### src/acp_pkg.sv
// Shared types and constants of the arithmetic composite pixel unit.
// Holds field widths, fixed-point constants, register indexes and the stage-control structs.
// Depends on nothing; every other file of the block imports it.
package acp_pkg;

  localparam int CHAN_W    = 8;
  localparam int GAIN_W    = 24;
  localparam int NUM_W     = 44;
  localparam int CLIP_W    = 32;
  localparam int QUO_W     = 16;
  localparam int NUM_LANES = 4;
  localparam int IDX_W     = 2;

  localparam int CH_ALPHA = 0;
  localparam int CH_RED   = 1;
  localparam int CH_GREEN = 2;
  localparam int CH_BLUE  = 3;

  localparam logic [IDX_W-1:0] REG_PRODUCT_GAIN = 2'd0;
  localparam logic [IDX_W-1:0] REG_FIRST_GAIN   = 2'd1;
  localparam logic [IDX_W-1:0] REG_SECOND_GAIN  = 2'd2;
  localparam logic [IDX_W-1:0] REG_BIAS_TERM    = 2'd3;

  localparam logic signed [GAIN_W-1:0] RESET_PRODUCT_GAIN = 24'sd0;
  localparam logic signed [GAIN_W-1:0] RESET_FIRST_GAIN   = 24'sd65536;
  localparam logic signed [GAIN_W-1:0] RESET_SECOND_GAIN  = 24'sd0;
  localparam logic signed [GAIN_W-1:0] RESET_BIAS_TERM    = 24'sd0;

  // Full scale is 65536 * 255 * 255; half a code step is 32768 * 255.
  localparam logic signed [CHAN_W:0]     CHAN_MAX_S   = 9'sd255;
  localparam logic signed [NUM_W-1:0]   FULL_SCALE_N = 44'sd4261478400;
  localparam logic [CLIP_W-1:0]         FULL_SCALE   = 32'd4261478400;
  localparam logic [CLIP_W-1:0]         ROUND_HALF   = 32'd8355840;
  localparam logic [QUO_W-1:0]          RECIP_255    = 16'h8081;
  localparam int                        RECIP_SHIFT  = 23;

  typedef struct packed {
    logic load_a;
    logic load_b;
    logic load_c;
  } lane_ctl_t;

  typedef struct packed {
    logic load_d;
    logic load_e;
    logic load_f;
  } merge_ctl_t;

endpackage

### src/acp_merge.sv
// Merging stage: clamps alpha, clamps colors to alpha and rounds all four channels to codes.
// Depends on acp_pkg; takes the numerators of the four lanes, alpha first.
module acp_merge import acp_pkg::*; (
  input  logic                    clk,
  input  merge_ctl_t              ctl,
  input  logic signed [NUM_W-1:0] n    [NUM_LANES],
  output logic [CHAN_W-1:0]       code [NUM_LANES]
);

  logic [CLIP_W-1:0]   clip      [NUM_LANES];
  logic [CLIP_W-1:0]   clip_next [NUM_LANES];
  logic [QUO_W-1:0]    quo       [NUM_LANES];
  logic [QUO_W-1:0]    quo_next  [NUM_LANES];
  logic [CLIP_W-1:0]   level     [NUM_LANES];
  logic [CLIP_W-1:0]   rounded   [NUM_LANES];
  logic [2*QUO_W-1:0]  scaled    [NUM_LANES];

  // All four channels are limited to zero and full scale here; the limit to alpha follows next stage.
  always_comb begin
    for (int i = 0; i < NUM_LANES; i++) begin
      if (n[i] < 0) begin
        clip_next[i] = '0;
      end else if (n[i] > FULL_SCALE_N) begin
        clip_next[i] = FULL_SCALE;
      end else begin
        clip_next[i] = n[i][CLIP_W-1:0];
      end
    end
  end

  // A color above alpha takes alpha; with zero alpha every color becomes zero.
  always_comb begin
    for (int i = 0; i < NUM_LANES; i++) begin
      if (i != CH_ALPHA && clip[i] > clip[CH_ALPHA]) begin
        level[i] = clip[CH_ALPHA];
      end else begin
        level[i] = clip[i];
      end
      rounded[i]  = level[i] + ROUND_HALF;
      quo_next[i] = rounded[i][CLIP_W-1:CLIP_W-QUO_W];
      scaled[i]   = quo[i] * RECIP_255;
    end
  end

  always_ff @(posedge clk) begin
    for (int i = 0; i < NUM_LANES; i++) begin
      if (ctl.load_d) begin
        clip[i] <= clip_next[i];
      end
      if (ctl.load_e) begin
        quo[i] <= quo_next[i];
      end
      if (ctl.load_f) begin
        code[i] <= scaled[i][RECIP_SHIFT+CHAN_W-1:RECIP_SHIFT];
      end
    end
  end

endmodule

### config.mk
export PLATFORM = sky130hd
export DESIGN_NAME = acp_merge
export DESIGN_NICKNAME = d
export VERILOG_FILES = /design/src/acp_pkg.sv /design/src/acp_merge.sv
export SDC_FILE = /design/constraint.sdc
export NUM_CORES = 1
export LEC_CHECK = 0
export BUFFER_PORTS_ARGS = -buffer_cell sky130_fd_sc_hd__buf_2
export CAP_MARGIN = 15
export CORE_MARGIN = 2
export CORE_UTILIZATION = 55
export DETAILED_ROUTE_END_ITERATION = 10
export GPL_ROUTABILITY_DRIVEN = 0
export PLACE_DENSITY = 0.73
export SLEW_MARGIN = 20
export SYNTH_ARGS = -nofsm -noshare
export SYNTH_HDL_FRONTEND = slang
export SYNTH_SLANG_ARGS = --single-unit
### constraint.sdc
create_clock -name clk -period 9.4 [get_ports clk]
set_input_delay 0.47 -clock clk [delete_from_list [all_inputs] [get_ports clk]]
set_output_delay 0.47 -clock clk [all_outputs]
set_load 0.02 [all_outputs]
# ---- Word level (Yosys, flattened, before mapping)
# Memory sizes are Yosys's and may differ from the RTL's.
# Index checks and enable logic that the tools add are counted.
dict set report classes {
  magnitude_cmp 11
  n_shift 0
  addsub 4
  div 0
  bitwise_logic 0
  mux 15
  mul 4
  reduce_logical 0
  eq_ne 0
}
# cell count
set ops {}
lappend ops {{2-to-1 mux 32 bit} 11}
lappend ops {{> comparator 44 x 33 -> 1 bit (second input constant)} 4}
lappend ops {{less-than comparator 44 x 1 -> 1 bit (second input constant)} 4}
lappend ops {{adder 32 x 23 -> 32 bit (second input constant)} 4}
lappend ops {{multiplier 16 x 16 -> 31 bit (second input constant)} 4}
lappend ops {{> comparator 32 bit} 3}
lappend ops {{2-to-1 mux 1 bit} 4}
dict set report word_totals {
  mem_bits_ro 0
  inputBits 180
  latchBits 0
  register_bits 32
  mem_count 2
  ramBits 192
}
# memory words width rd rd_ports_with_merged_regs wr line
set mem_list {}
lappend mem_list {clip 4 32 4 0 4 acp_merge.sv:10} ;# logic [CLIP_W-1:0] clip [NUM_LANES];
lappend mem_list {quo 4 16 4 0 4 acp_merge.sv:12} ;# logic [QUO_W-1:0] quo [NUM_LANES];

# ---- Longest topological paths before layout
dict set report logic_depth {
  ltp_word 3
  mapped_depth 20
  depth_no_buf 19
}

# ---- Worst setup path after synthesis
# Ideal clock, no wire load.
dict set report synth_timing {
  path_type {register to register}
  startpoint {memory clip[0][23]}
  endpoint {memory quo[1][15] (data pin)}
  setup_ns 0.270
  setup_slack_ns 5.273
  t_arrival_ns 3.856
  path_stages_with_launch 19
  path_buffers 2
  synth_period_minus_slack_ns 4.127
  path_cell_list {edfxtp_1 clkbuf_1 inv_1 ha_1 nand4_1 nor4_1 o21ai_0 a22oi_1 clkbuf_1 mux2i_1 ha_1 nand2_1 or2_2 nor4_1 nor2_1 nand4_1 xnor2_1 nor2_1 a21oi_1}
}
# item line
set synth_lines {}
lappend synth_lines {{start: declaration} acp_merge.sv:10}
lappend synth_lines {{end: declaration} acp_merge.sv:12}

==> run summary <==
Status: complete, no violations
Crit share post-route: 0.4909
IO Pins: 212
Overall Global Routing Usage: 0.2424
#FFs+latches synth: 224
Post-synth cell types: 54
TritonCTS Buffers: 24
RSZ-0062 raised after global routing: no
Setup TNS: 0 ns
Peak VDD IR: 0.0001231 V
Max-cap violations: 0
Vias in the first global route: 11550
Fin nets: 2220
Total gr overflow: 0
Final Setup Violations: 0
R2R depth: 17
1st-iter DRT viols: 730
Hold crit path type: in2reg
Vias: 11960
Net count after synthesis: 2010
Critical path class: reg2reg
Starting Density: 0.5558
Synth-to-Final Area Change: 13.46%
Highest-count cells in the layout ignoring fill and taps: ha_1, edfxtp_1, buf_2, nor2_1, and2_1
Hold Path End: clip[3][6]$_SDFFCE_PP0P_
Startpoint Class: flop
Critical Path Sink Type: flop
CTS tree: done
Die Width: 176.6 um
Via-to-Cell Ratio: 5.727
Sequential area share after synthesis: 0.4105
Hold Violations, Final: 0
Initial antenna violation count: 0
Slack of the worst reg-to-reg path: 4.79 ns
Primary FF master, synth: edfxtp_1
Met3 Usage GRT: 0.03273
Mapped cell area: 16380 um2
First-pass GRT wire length: 58900 um
Slew Viols, Final: 0
FILL cells: 2367
Clock slew at reported path FFs: 0.06 ns
Setup repair bufs after CTS: 0
Commonest non-fill, non-tap cell in the layout: ha_1
Data required time of the critical path: 9.70 ns
Clock tree sinks: 224
Largest net degree at the start of global routing: 67
Hold path cells: 2
# rows: 63
Post-CTS sizing: 0
Fin cells: 2088
Mapped Cells: 1475
Core region area: 29480 um2
Final Routed Wirelength: 37820 um
Root buffer cell: clkbuf_16
Min-Delay Startpoint: n[6]
DPL Wire Length: 31140 um
Arr. time, crit path: 4.92 ns
Die Ht: 176.6 um
Placed insts: 2049
Layout cells sized above 1: 0.1561
Leak: 8.526 nW
Clock buffer depth: 3
DRT antenna net count: 0
Avg Cell Area, Syn: 11.11 um2
Setup Skew: 0.03538 ns
Met2 Usage GRT: 0.4198
RR Startpoint: clip[0][29]$_SDFFCE_PP0P_
Final hold slack: 0.2001 ns
Number of enable-type register cells in the synthesized netlist: 224
Clock latency on the worst-skew pair: 0.56 ns
Ant diodes: 0
Peak Freq: 216.7 MHz
Power density over cell area: 171.4 nW/um2
Worst r2r dst: quo[1][15]$_DFFE_PP_
H-tree depth: 1
DR WL/cell: 18.11 um
DRC: 0
Die area: 31190 um2
First-pass detailed-route iteration total: 5
Worst-margin pin slew: 1.036 ns
GR Util met1: 0.3089
Synth async-reset ratio: 0
IO Port Bufs: 211
Layer with the highest usage: met2
Crit-path max FO: 31
Rel. slew slack: 0.3068
Post-CTS Hold Fix Bufs: 0
Synth warn: 0
Min cycle time layout: 4.614 ns
[cells in the mapped netlist, drive strengths merged, types with 6 or more instances]
cell type	instances	area (um2)
inv	67	251.5
ha	355	4442
nor3	19	95.09
xnor2	73	639.4
nand2b	9	56.30
clkbuf	30	112.6
nor2	105	394.1
a31oi	7	58.81
o21a	9	67.56
a21o	43	322.8
nor2b	9	56.30
o21ai	32	160.2
a211oi	6	45.04
and3	9	56.30
edfxtp	224	6726
and2	98	613.1
nand3	45	225.2
xor2	24	210.2
nand4	40	256.5
nor4	42	277.8
or3	7	43.79
a21oi	96	480.5
o2111ai	6	52.55
nand2	61	231.5
mux2i	12	123.9
[worst max-delay path by stage]
stage          cells past startpoint                 startpoint  slack, ns                   end
3_3_place_gp                      17  clip[0][29]$_SDFFCE_PP0P_       4.98  quo[1][15]$_DFFE_PP_
6_report                          17  clip[0][29]$_SDFFCE_PP0P_       4.79  quo[1][15]$_DFFE_PP_
5_1_grt                           17  clip[0][29]$_SDFFCE_PP0P_       4.37  quo[1][15]$_DFFE_PP_
3_5_place_dp                      17  clip[0][29]$_SDFFCE_PP0P_       4.84  quo[1][15]$_DFFE_PP_
4_1_cts                           17  clip[0][29]$_SDFFCE_PP0P_       4.84  quo[1][15]$_DFFE_PP_
2_1_floorplan                     18  clip[0][23]$_SDFFCE_PP0P_       5.27  quo[1][15]$_DFFE_PP_
[flip-flops by register name (all words and copies together), names as in the netlist]
name and cells:
clip 128, quo 64, code 32
[routing by layer]
| metal | vias to the layer above | part of all wire |
|---|---|---|
| met5 | - | 0 |
| met2 | 386 | 0.48 |
| met3 | 89 | 0.056 |
| met1 | 5532 | 0.42 |
| met4 | 0 | 0.041 |
| li1 | 5951 | - |
[cell type report]
cell class / instances / area (um2) / area share
Clock buffer: 26 / 608.1 / 0.03271
Sequential cell: 224 / 6726 / 0.3618
Tap cell: 390 / 488.0 / 0.02625
Multi-Input combinational cell: 1152 / 9296 / 0.5001
Clock inverter: 13 / 127.6 / 0.006865
Timing Repair Buffer: 215 / 1089 / 0.05855
Inverter: 68 / 255.2 / 0.01373
[logic make-up (layout without fill, tap and decap cells)]
| family | Yosys count | after routing | share of synthesized area |
|---|---|---|---|
| DFF | 224 | 224 | 0.4105 |
| xor gates and xnor gates | 97 | 97 | 0.05185 |
| and+or+nand+nor | 456 | 456 | 0.1463 |
| adders and majority gates | 355 | 355 | 0.2711 |
| AOI/OAI and AO/OA | 231 | 231 | 0.08919 |
| buffers and inverters | 99 | 322 | 0.02276 |
| muxes | 13 | 13 | 0.008247 |
[critical path, cell delays in order (launching register included)]
cell,delay (ns)
edfxtp_1,0.40
clkinv_1,0.29
ha_1,0.41
nand4_1,0.15
nor4_1,0.45
o21ai_0,0.20
a22oi_2,0.21
buf_4,0.33
mux2i_1,0.25
ha_1,0.28
nand2_1,0.13
or2_2,0.32
nor4_1,0.41
nor2_1,0.17
nand4_1,0.15
xnor2_1,0.07
nor2_1,0.10
a21oi_1,0.05
[metrics by stage]
step / setup WS [ns] / instance area, um2 / power [W] / util
global route: 4.372 / 18590 / 0.003398 / 0.6306
finish: 4.786 / 18590 / 0.003186 / 0.6306
detailed placement: 4.840 / 17850 / 0.002301 / 0.6056
global placement: 4.979 / 17850 / 0.002265 / 0.6056
CTS: 4.835 / 18590 / 0.003207 / 0.6305
floorplan: 5.273 / 16380 / 0.001988 / -
[power breakdown]
group	total [W]	leakage (nW)	switching (W)	internal [W]
Clock	0.000900	0.345	0.000403	0.000497
Combinational	0.000958	6.02	0.000527	0.000431
Sequential	0.00133	2.16	0.0000912	0.00124
Total	0.00319	8.53	0.00102	0.00217
No activity file was read; power rests on OpenSTA's default activity.
