===== src/acp_pkg.sv =====
// Shared types and constants of the arithmetic composite pixel unit.
// Holds field widths, fixed-point constants, register indexes and the stage-control structs.
// Depends on nothing; every other file of the block imports it.
package acp_pkg;

  localparam int CHAN_W    = 8;
  localparam int GAIN_W    = 24;
  localparam int NUM_W     = 44;
  localparam int CLIP_W    = 32;
  localparam int QUO_W     = 16;
  localparam int NUM_LANES = 4;
  localparam int IDX_W     = 2;

  localparam int CH_ALPHA = 0;
  localparam int CH_RED   = 1;
  localparam int CH_GREEN = 2;
  localparam int CH_BLUE  = 3;

  localparam logic [IDX_W-1:0] REG_PRODUCT_GAIN = 2'd0;
  localparam logic [IDX_W-1:0] REG_FIRST_GAIN   = 2'd1;
  localparam logic [IDX_W-1:0] REG_SECOND_GAIN  = 2'd2;
  localparam logic [IDX_W-1:0] REG_BIAS_TERM    = 2'd3;

  localparam logic signed [GAIN_W-1:0] RESET_PRODUCT_GAIN = 24'sd0;
  localparam logic signed [GAIN_W-1:0] RESET_FIRST_GAIN   = 24'sd65536;
  localparam logic signed [GAIN_W-1:0] RESET_SECOND_GAIN  = 24'sd0;
  localparam logic signed [GAIN_W-1:0] RESET_BIAS_TERM    = 24'sd0;

  // Full scale is 65536 * 255 * 255; half a code step is 32768 * 255.
  localparam logic signed [CHAN_W:0]     CHAN_MAX_S   = 9'sd255;
  localparam logic signed [NUM_W-1:0]   FULL_SCALE_N = 44'sd4261478400;
  localparam logic [CLIP_W-1:0]         FULL_SCALE   = 32'd4261478400;
  localparam logic [CLIP_W-1:0]         ROUND_HALF   = 32'd8355840;
  localparam logic [QUO_W-1:0]          RECIP_255    = 16'h8081;
  localparam int                        RECIP_SHIFT  = 23;

  typedef struct packed {
    logic load_a;
    logic load_b;
    logic load_c;
  } lane_ctl_t;

  typedef struct packed {
    logic load_d;
    logic load_e;
    logic load_f;
  } merge_ctl_t;

endpackage


===== src/acp_lane.sv =====
// One channel lane: the exact numerator k1*x1*x2 + 255*(k2*x1 + k3*x2 + 255*k4) in three stages.
// Depends on acp_pkg; the top level supplies the stage loads.
module acp_lane import acp_pkg::*; (
  input  logic                     clk,
  input  lane_ctl_t                ctl,
  input  logic [CHAN_W-1:0]        x1,
  input  logic [CHAN_W-1:0]        x2,
  input  logic signed [GAIN_W-1:0] k1,
  input  logic signed [GAIN_W-1:0] k2,
  input  logic signed [GAIN_W-1:0] k3,
  input  logic signed [GAIN_W-1:0] k4,
  output logic signed [NUM_W-1:0]  n
);

  logic [2*CHAN_W-1:0]              pxy;
  logic signed [GAIN_W+CHAN_W:0]    t2;
  logic signed [GAIN_W+CHAN_W:0]    t3;
  logic signed [GAIN_W+CHAN_W:0]    t4;
  logic signed [GAIN_W+2*CHAN_W:0]  m1;
  logic signed [GAIN_W+CHAN_W+2:0]  s;

  always_ff @(posedge clk) begin
    if (ctl.load_a) begin
      pxy <= x1 * x2;
      t2  <= k2 * $signed({1'b0, x1});
      t3  <= k3 * $signed({1'b0, x2});
      t4  <= k4 * CHAN_MAX_S;
    end
    if (ctl.load_b) begin
      m1 <= k1 * $signed({1'b0, pxy});
      s  <= (GAIN_W+CHAN_W+3)'(t2) + (GAIN_W+CHAN_W+3)'(t3) + (GAIN_W+CHAN_W+3)'(t4);
    end
    if (ctl.load_c) begin
      n <= NUM_W'(m1) + (NUM_W'(s) <<< CHAN_W) - NUM_W'(s);
    end
  end

endmodule


===== config.mk =====
export PLATFORM = sky130hd
export DESIGN_NAME = acp_lane
export DESIGN_NICKNAME = d
export VERILOG_FILES = /design/src/acp_pkg.sv /design/src/acp_lane.sv
export SDC_FILE = /design/constraint.sdc
export NUM_CORES = 2
export LEC_CHECK = 0
export ABC_AREA = 1
export BUFFER_PORTS_ARGS = -buffer_cell sky130_fd_sc_hd__buf_2
export CAP_MARGIN = 20
export CORE_MARGIN = 5
export CORE_UTILIZATION = 39
export DETAILED_ROUTE_END_ITERATION = 8
export PLACE_DENSITY_LB_ADDON = 0.08
export SLEW_MARGIN = 20
export SYNTH_ARGS = -nofsm -noshare
export SYNTH_HDL_FRONTEND = slang
export SYNTH_SLANG_ARGS = --single-unit

===== constraint.sdc =====
create_clock -name clk -period 8.95 [get_ports clk]
set_input_delay 2.2375 -clock clk [delete_from_list [all_inputs] [get_ports clk]]
set_output_delay 2.2375 -clock clk [all_outputs]
set_load 0.02 [all_outputs]

After elaboration in Yosys (flattened, before gate mapping)
Index checks and enable logic that the tools add are counted.
Widths: inputs -> output; s select.
{"block": "op_classes", "add_sub_neg": 4, "n_mul": 5}
{"operator": "$mul 24x9->33", "count": 2}
{"operator": "$add 41x43->44", "count": 1}
{"operator": "$sub 44x35->44", "count": 1}
{"operator": "$mul 24x17->41", "count": 1}
{"operator": "$add 34x33->35", "count": 1}
{"operator": "$add 33x33->34", "count": 1}
{"operator": "$mul 24x9->33 const B", "count": 1}
{"operator": "$mul 8x8->16", "count": 1}
{"block": "word_totals", "regBits": 235, "input_bits": 116, "output_inout_bits": 44, "wordCells": 16}

Longest topological paths before layout
{"block": "logic_depth", "depth_word": 2, "mapped_depth": 27, "ltp_nobuf": 25}

Least setup slack after synthesis
Ideal clock, no wire load.
{"block": "synth_timing", "path_kind": "input -> register", "startpoint": "in k1[23]", "endpoint": "reg m1[40] (data pin)", "setup_ns": 0.254, "arrival_ns": 7.282, "t_required_ns": 8.696, "path_slack_ns": 1.414, "cell_stages": 20, "path_buffers": 2, "cell_sequence": "clkbuf_1 -> clkbuf_1 -> nand2_1 -> fa_1 -> fa_1 -> inv_1 -> fa_1 -> inv_1 -> fa_1 -> fa_1 -> fa_1 -> inv_1 -> ha_1 -> inv_1 -> nor3_1 -> nand2_1 -> nor2_1 -> nand3_1 -> nand4_1 -> nand2_1"}
{"block": "synth_between", "elab_chain_len": 1}
{"item": "start: declaration", "line_no": "acp_lane.sv:8", "text": "input logic signed [GAIN_W-1:0] k1,"}
{"item": "$mul 24x17->41", "line_no": "acp_lane.sv:30", "text": "m1 <= k1 * $signed({1'b0, pxy});"}
{"item": "end signal: assignment", "line_no": "acp_lane.sv:30"}
{"item": "end: declaration", "line_no": "acp_lane.sv:19", "text": "logic signed [GAIN_W+2*CHAN_W:0] m1;"}
No other way between the ends.
A chain may end at the register's enable or synchronous reset.

Worst setup path in the final report
{"block": "layout_timing", "startpoint": "in k1[23]", "endpoint": "reg m1[38] (data pin)"}
The elaborated chain is that of the path after synthesis.

==> results.md <==
- The run finished with clean final reports.
- The floorplan has 134 rows.
- The synthesized netlist cell count is 6977.
- The horizontal die dimension is 377 µm.
- The total via count after detailed routing is 40819.
- The max-capacitance violation count is 0.
- The core region is 134000 µm².
- Counting every sink on the clock net gives 235.
- After detailed routing, the number of remaining DRC violations is 0.
- The post-synthesis register bit count is 235.
- The final worst setup slack is 1.49 ns.
- Entering global routing, the biggest net connects 77 pins.
- The initial core utilization is 39.3%.
- The total count of hold-check failures in the final report is 0.
- The wire length after detailed routing is 145 mm.
- The cell family contributing the most delay on the critical path is adder cells.
- Global routing used 21.0% of the available tracks.
- The worst setup path is launched from an input pin.
- The number of warnings reported in the yosys synthesis log is 0.
- The count of hold buffers inserted by post-cts repair is 0.
- In this run the most critical hold path is launched from m1[1].
- The delay of the slowest critical-path stage is 0.79 ns.
- The clock tree from TritonCTS is done.
- The height of the chip is 377 µm.
- No sink is reached through more buffers than the 3 on the longest clock path.
- The global route total overflow is 0.
- The critical path class is in -> reg.
- The data arrival time of the worst path is 7.80 ns.
- The number of buffers added for setup after CTS is 0.
- Setup repair after global routing left no endpoint under its margin.
- After clock tree synthesis, the clock-pin slew on the worst setup and hold paths is 0.06 ns.
- The via count of the first global-routing pass is 43253.
- The wire length of the first global-routing pass is 238 mm.
- Relative to the synthesized area, the layout overhead comes to 6.47%.
- The routed via count divided by cell count is 4.64.
- Across the routed clock network, the largest skew measured is 0.0188 ns.
- The cell area that synthesis handed to floorplanning was 52500 µm².
- The critical path goes through buf_2, nand2_1, fa_1, fa_1, inv_1, fa_1, fa_1, fa_1, inv_1, fa_1, inv_1, ha_1, nand2_1, nor2_1, nand2_1, nor2_1, nand3_1, nand4_1, nand2_1.
- At the later pin of the worst-skew pair, clock insertion delay measures 0.60 ns.
- The initial antenna violation count is 11.
- The critical register-to-register path startpoint is pxy[4].
- For this run, the top clock speed supported by timing is 0.134 GHz.
- The worst hold path belongs to the class reg -> reg.
- The largest fanout on the critical path is 16.
- STA classifies the critical path endpoint as a register.
- The remaining max-slew budget at the tightest pin is 20.8%.
- The post-layout minimum cycle time is 7.46 ns.
- The number of gates resized after cts is 0.
- Sequential elements use 13.4% of the synthesized area.
- The final count of pins violating max slew is 0.
- The number of nets handed over by synthesis was 8411.
- The final-stage net count is 8440.
- At the worst endpoint, the required time is 9.29 ns.
- In this run the number of H-tree levels came out at 1.
- The worst setup slack before clock tree synthesis is 0.916 ns.
- In this run, CTS created clock tree buffers numbering 28.
- The count of buffers added on input and output ports is 159.
- Setup violations remaining at the end of the flow were counted as 0.
- Routability-driven placement finished with a final weighted congestion of 0.901.
- The post-route netlist has 4.03% of its cells at a drive strength greater than 1.
- In this run the remaining antenna-violating nets after routing total 0.
- The average size of a mapped cell is 7.53 µm².
- The placed wire-length estimate after detailed placement is 126 mm.
- The die covers 142000 µm².
- The library cell appearing most often on the critical path is sky130_fd_sc_hd__fa_1.
- At the pin with the least slew margin, the transition time is 1.19 ns.
- Before antenna repair, the detailed router went through 5 iterations.
- Cells fill 41.9% of the core in the end.
- The number of placed I/O pins is 160.
- The master of the slowest instance on the critical path is sky130_fd_sc_hd__fa_1.
- The final cycle utilization of the critical path is 83.4%.
- The summed negative setup slack over all endpoints is 0 ns.
- The clock root buffer is sky130_fd_sc_hd__clkbuf_16.
- The number of DRC markers in iteration 0 is 2189.
- Dividing the detail-routed wire length by the instance count gives 16.5 µm.
- The buffers plus inverters on the worst setup path is 4.
- Yosys mapped the design onto 35 distinct sky130hd cell types.
- The worst setup path startpoint is k1[23].
-- layout by cell type (no fill, tap or decap), types with 2 or more instances in the layout --
cell type	n
sky130_fd_sc_hd__o21ai_0	76
sky130_fd_sc_hd__nor3_2	8
sky130_fd_sc_hd__ha_1	423
sky130_fd_sc_hd__edfxtp_1	235
sky130_fd_sc_hd__o2111ai_1	2
sky130_fd_sc_hd__inv_8	3
sky130_fd_sc_hd__clkbuf_16	28
sky130_fd_sc_hd__nand4_1	66
sky130_fd_sc_hd__buf_2	157
sky130_fd_sc_hd__inv_2	4
sky130_fd_sc_hd__and3_1	3
sky130_fd_sc_hd__diode_2	7
sky130_fd_sc_hd__fa_1	895
sky130_fd_sc_hd__xor2_1	113
sky130_fd_sc_hd__nand2_2	20
sky130_fd_sc_hd__xnor2_1	22
sky130_fd_sc_hd__nor3_1	28
sky130_fd_sc_hd__nand3_2	9
sky130_fd_sc_hd__nor2_1	281
sky130_fd_sc_hd__nor2_2	19
sky130_fd_sc_hd__clkinv_1	7
sky130_fd_sc_hd__nand3b_1	6
sky130_fd_sc_hd__a21o_1	11
sky130_fd_sc_hd__clkinvlp_4	4
sky130_fd_sc_hd__o21ai_1	6
sky130_fd_sc_hd__clkinv_2	3
sky130_fd_sc_hd__o21bai_1	23
sky130_fd_sc_hd__inv_6	3
sky130_fd_sc_hd__clkbuf_1	2
sky130_fd_sc_hd__nand3_1	217
sky130_fd_sc_hd__a21oi_1	196
sky130_fd_sc_hd__nand2b_1	2
sky130_fd_sc_hd__nand2_1	1994
sky130_fd_sc_hd__inv_1	2133
sky130_fd_sc_hd__buf_4	18
-- worst register-to-register path, cell delays in order (launching register included) --
cell and delay, ns:
sky130_fd_sc_hd__edfxtp_1 1.13, sky130_fd_sc_hd__nand2_1 0.18, sky130_fd_sc_hd__fa_1 0.75, sky130_fd_sc_hd__fa_1 0.45, sky130_fd_sc_hd__inv_1 0.34, sky130_fd_sc_hd__fa_1 0.53, sky130_fd_sc_hd__fa_1 0.50, sky130_fd_sc_hd__fa_1 0.49
sky130_fd_sc_hd__inv_1 0.05, sky130_fd_sc_hd__fa_1 0.47, sky130_fd_sc_hd__inv_1 0.04, sky130_fd_sc_hd__ha_1 0.39, sky130_fd_sc_hd__nand2_1 0.13, sky130_fd_sc_hd__nor2_1 0.30, sky130_fd_sc_hd__nand2_1 0.13, sky130_fd_sc_hd__nor2_1 0.14
sky130_fd_sc_hd__nand3_1 0.14, sky130_fd_sc_hd__nand4_1 0.13, sky130_fd_sc_hd__nand2_1 0.06
-- layout make-up --
cell class / count / area, µm²
fillers: 13967 / 77700
flip-flops and latches: 235 / 7060
inverters: 2137 / 8020
well taps: 1768 / 2210
repair buffers: 176 / 936
clock buffers: 30 / 708
multi-input cells: 4428 / 36800
diodes: 7 / 17.5
clock inverters: 22 / 191
-- final timing paths --
kind / to / slack (ns) / cells after the start
max: m1[38] / 1.49 / 19
min: n[1] / 0.68 / 2
max reg2reg: m1[38] / 2.36 / 18
min reg2reg: n[1] / 0.68 / 2
-- cells by family (layout without fill, tap and decap cells) --
family	Yosys count	after routing	synth area share [%]
buf+inv	2314	2365	16.5
other cells	0	7	0
simple gates	2657	2657	20.4
flops	235	235	13.4
xor+xnor	135	135	2.25
fa+ha+maj	1318	1318	44.2
compound gates	318	318	3.24
-- per-layer routing --
layer	global-route usage [%]	share of wire (%)	up-vias
li1	-	-	20182
met1	28.0	45	19821
met4	3.16	1.6	8
met3	1.38	3.2	117
met5	0	0.028	-
met2	38.4	50	691
-- synthesized netlist by cell type, drive strengths merged --
master	instances	area [µm²]
and3	3	18.8
fa	895	17900
nand3b	6	45.0
nor2	301	1180
inv	2137	8020
a21oi	197	997
nor3	36	220
xnor2	22	193
a31oi	1	6.26
ha	423	5290
edfxtp	235	7060
clkbuf	176	661
or2	2	12.5
nand3	226	1180
o21ai	83	419
nand2	2014	7610
nand4	66	413
buf	1	7.51
o21a	1	7.51
o2111ai	2	17.5
nand2b	2	12.5
a21o	11	82.6
xor2	113	990
nor4	1	6.26
o21bai	23	173
-- registers in the layout, summed over array words and instances (netlist names) --
signal	count
t4	33
n	44
m1	41
pxy	16
t3	33
t2	33
s	35
-- metrics by stage --
| step | hold slack (ns) | area (µm²) | instances |
|---|---|---|---|
| 3_5_place_dp | 0.674 | 55000 | 8743 |
| 5_1_grt | 0.730 | 55900 | 8797 |
| 3_3_place_gp | 0.658 | 55000 | 8743 |
| 2_1_floorplan | 0.588 | 52500 | 6977 |
| 6_report | 0.682 | 55900 | 8803 |
| 4_1_cts | 0.694 | 55900 | 8795 |
Power is not shown: default switching activity piles up to over one toggle a cycle in this logic, so the estimate is an artifact.
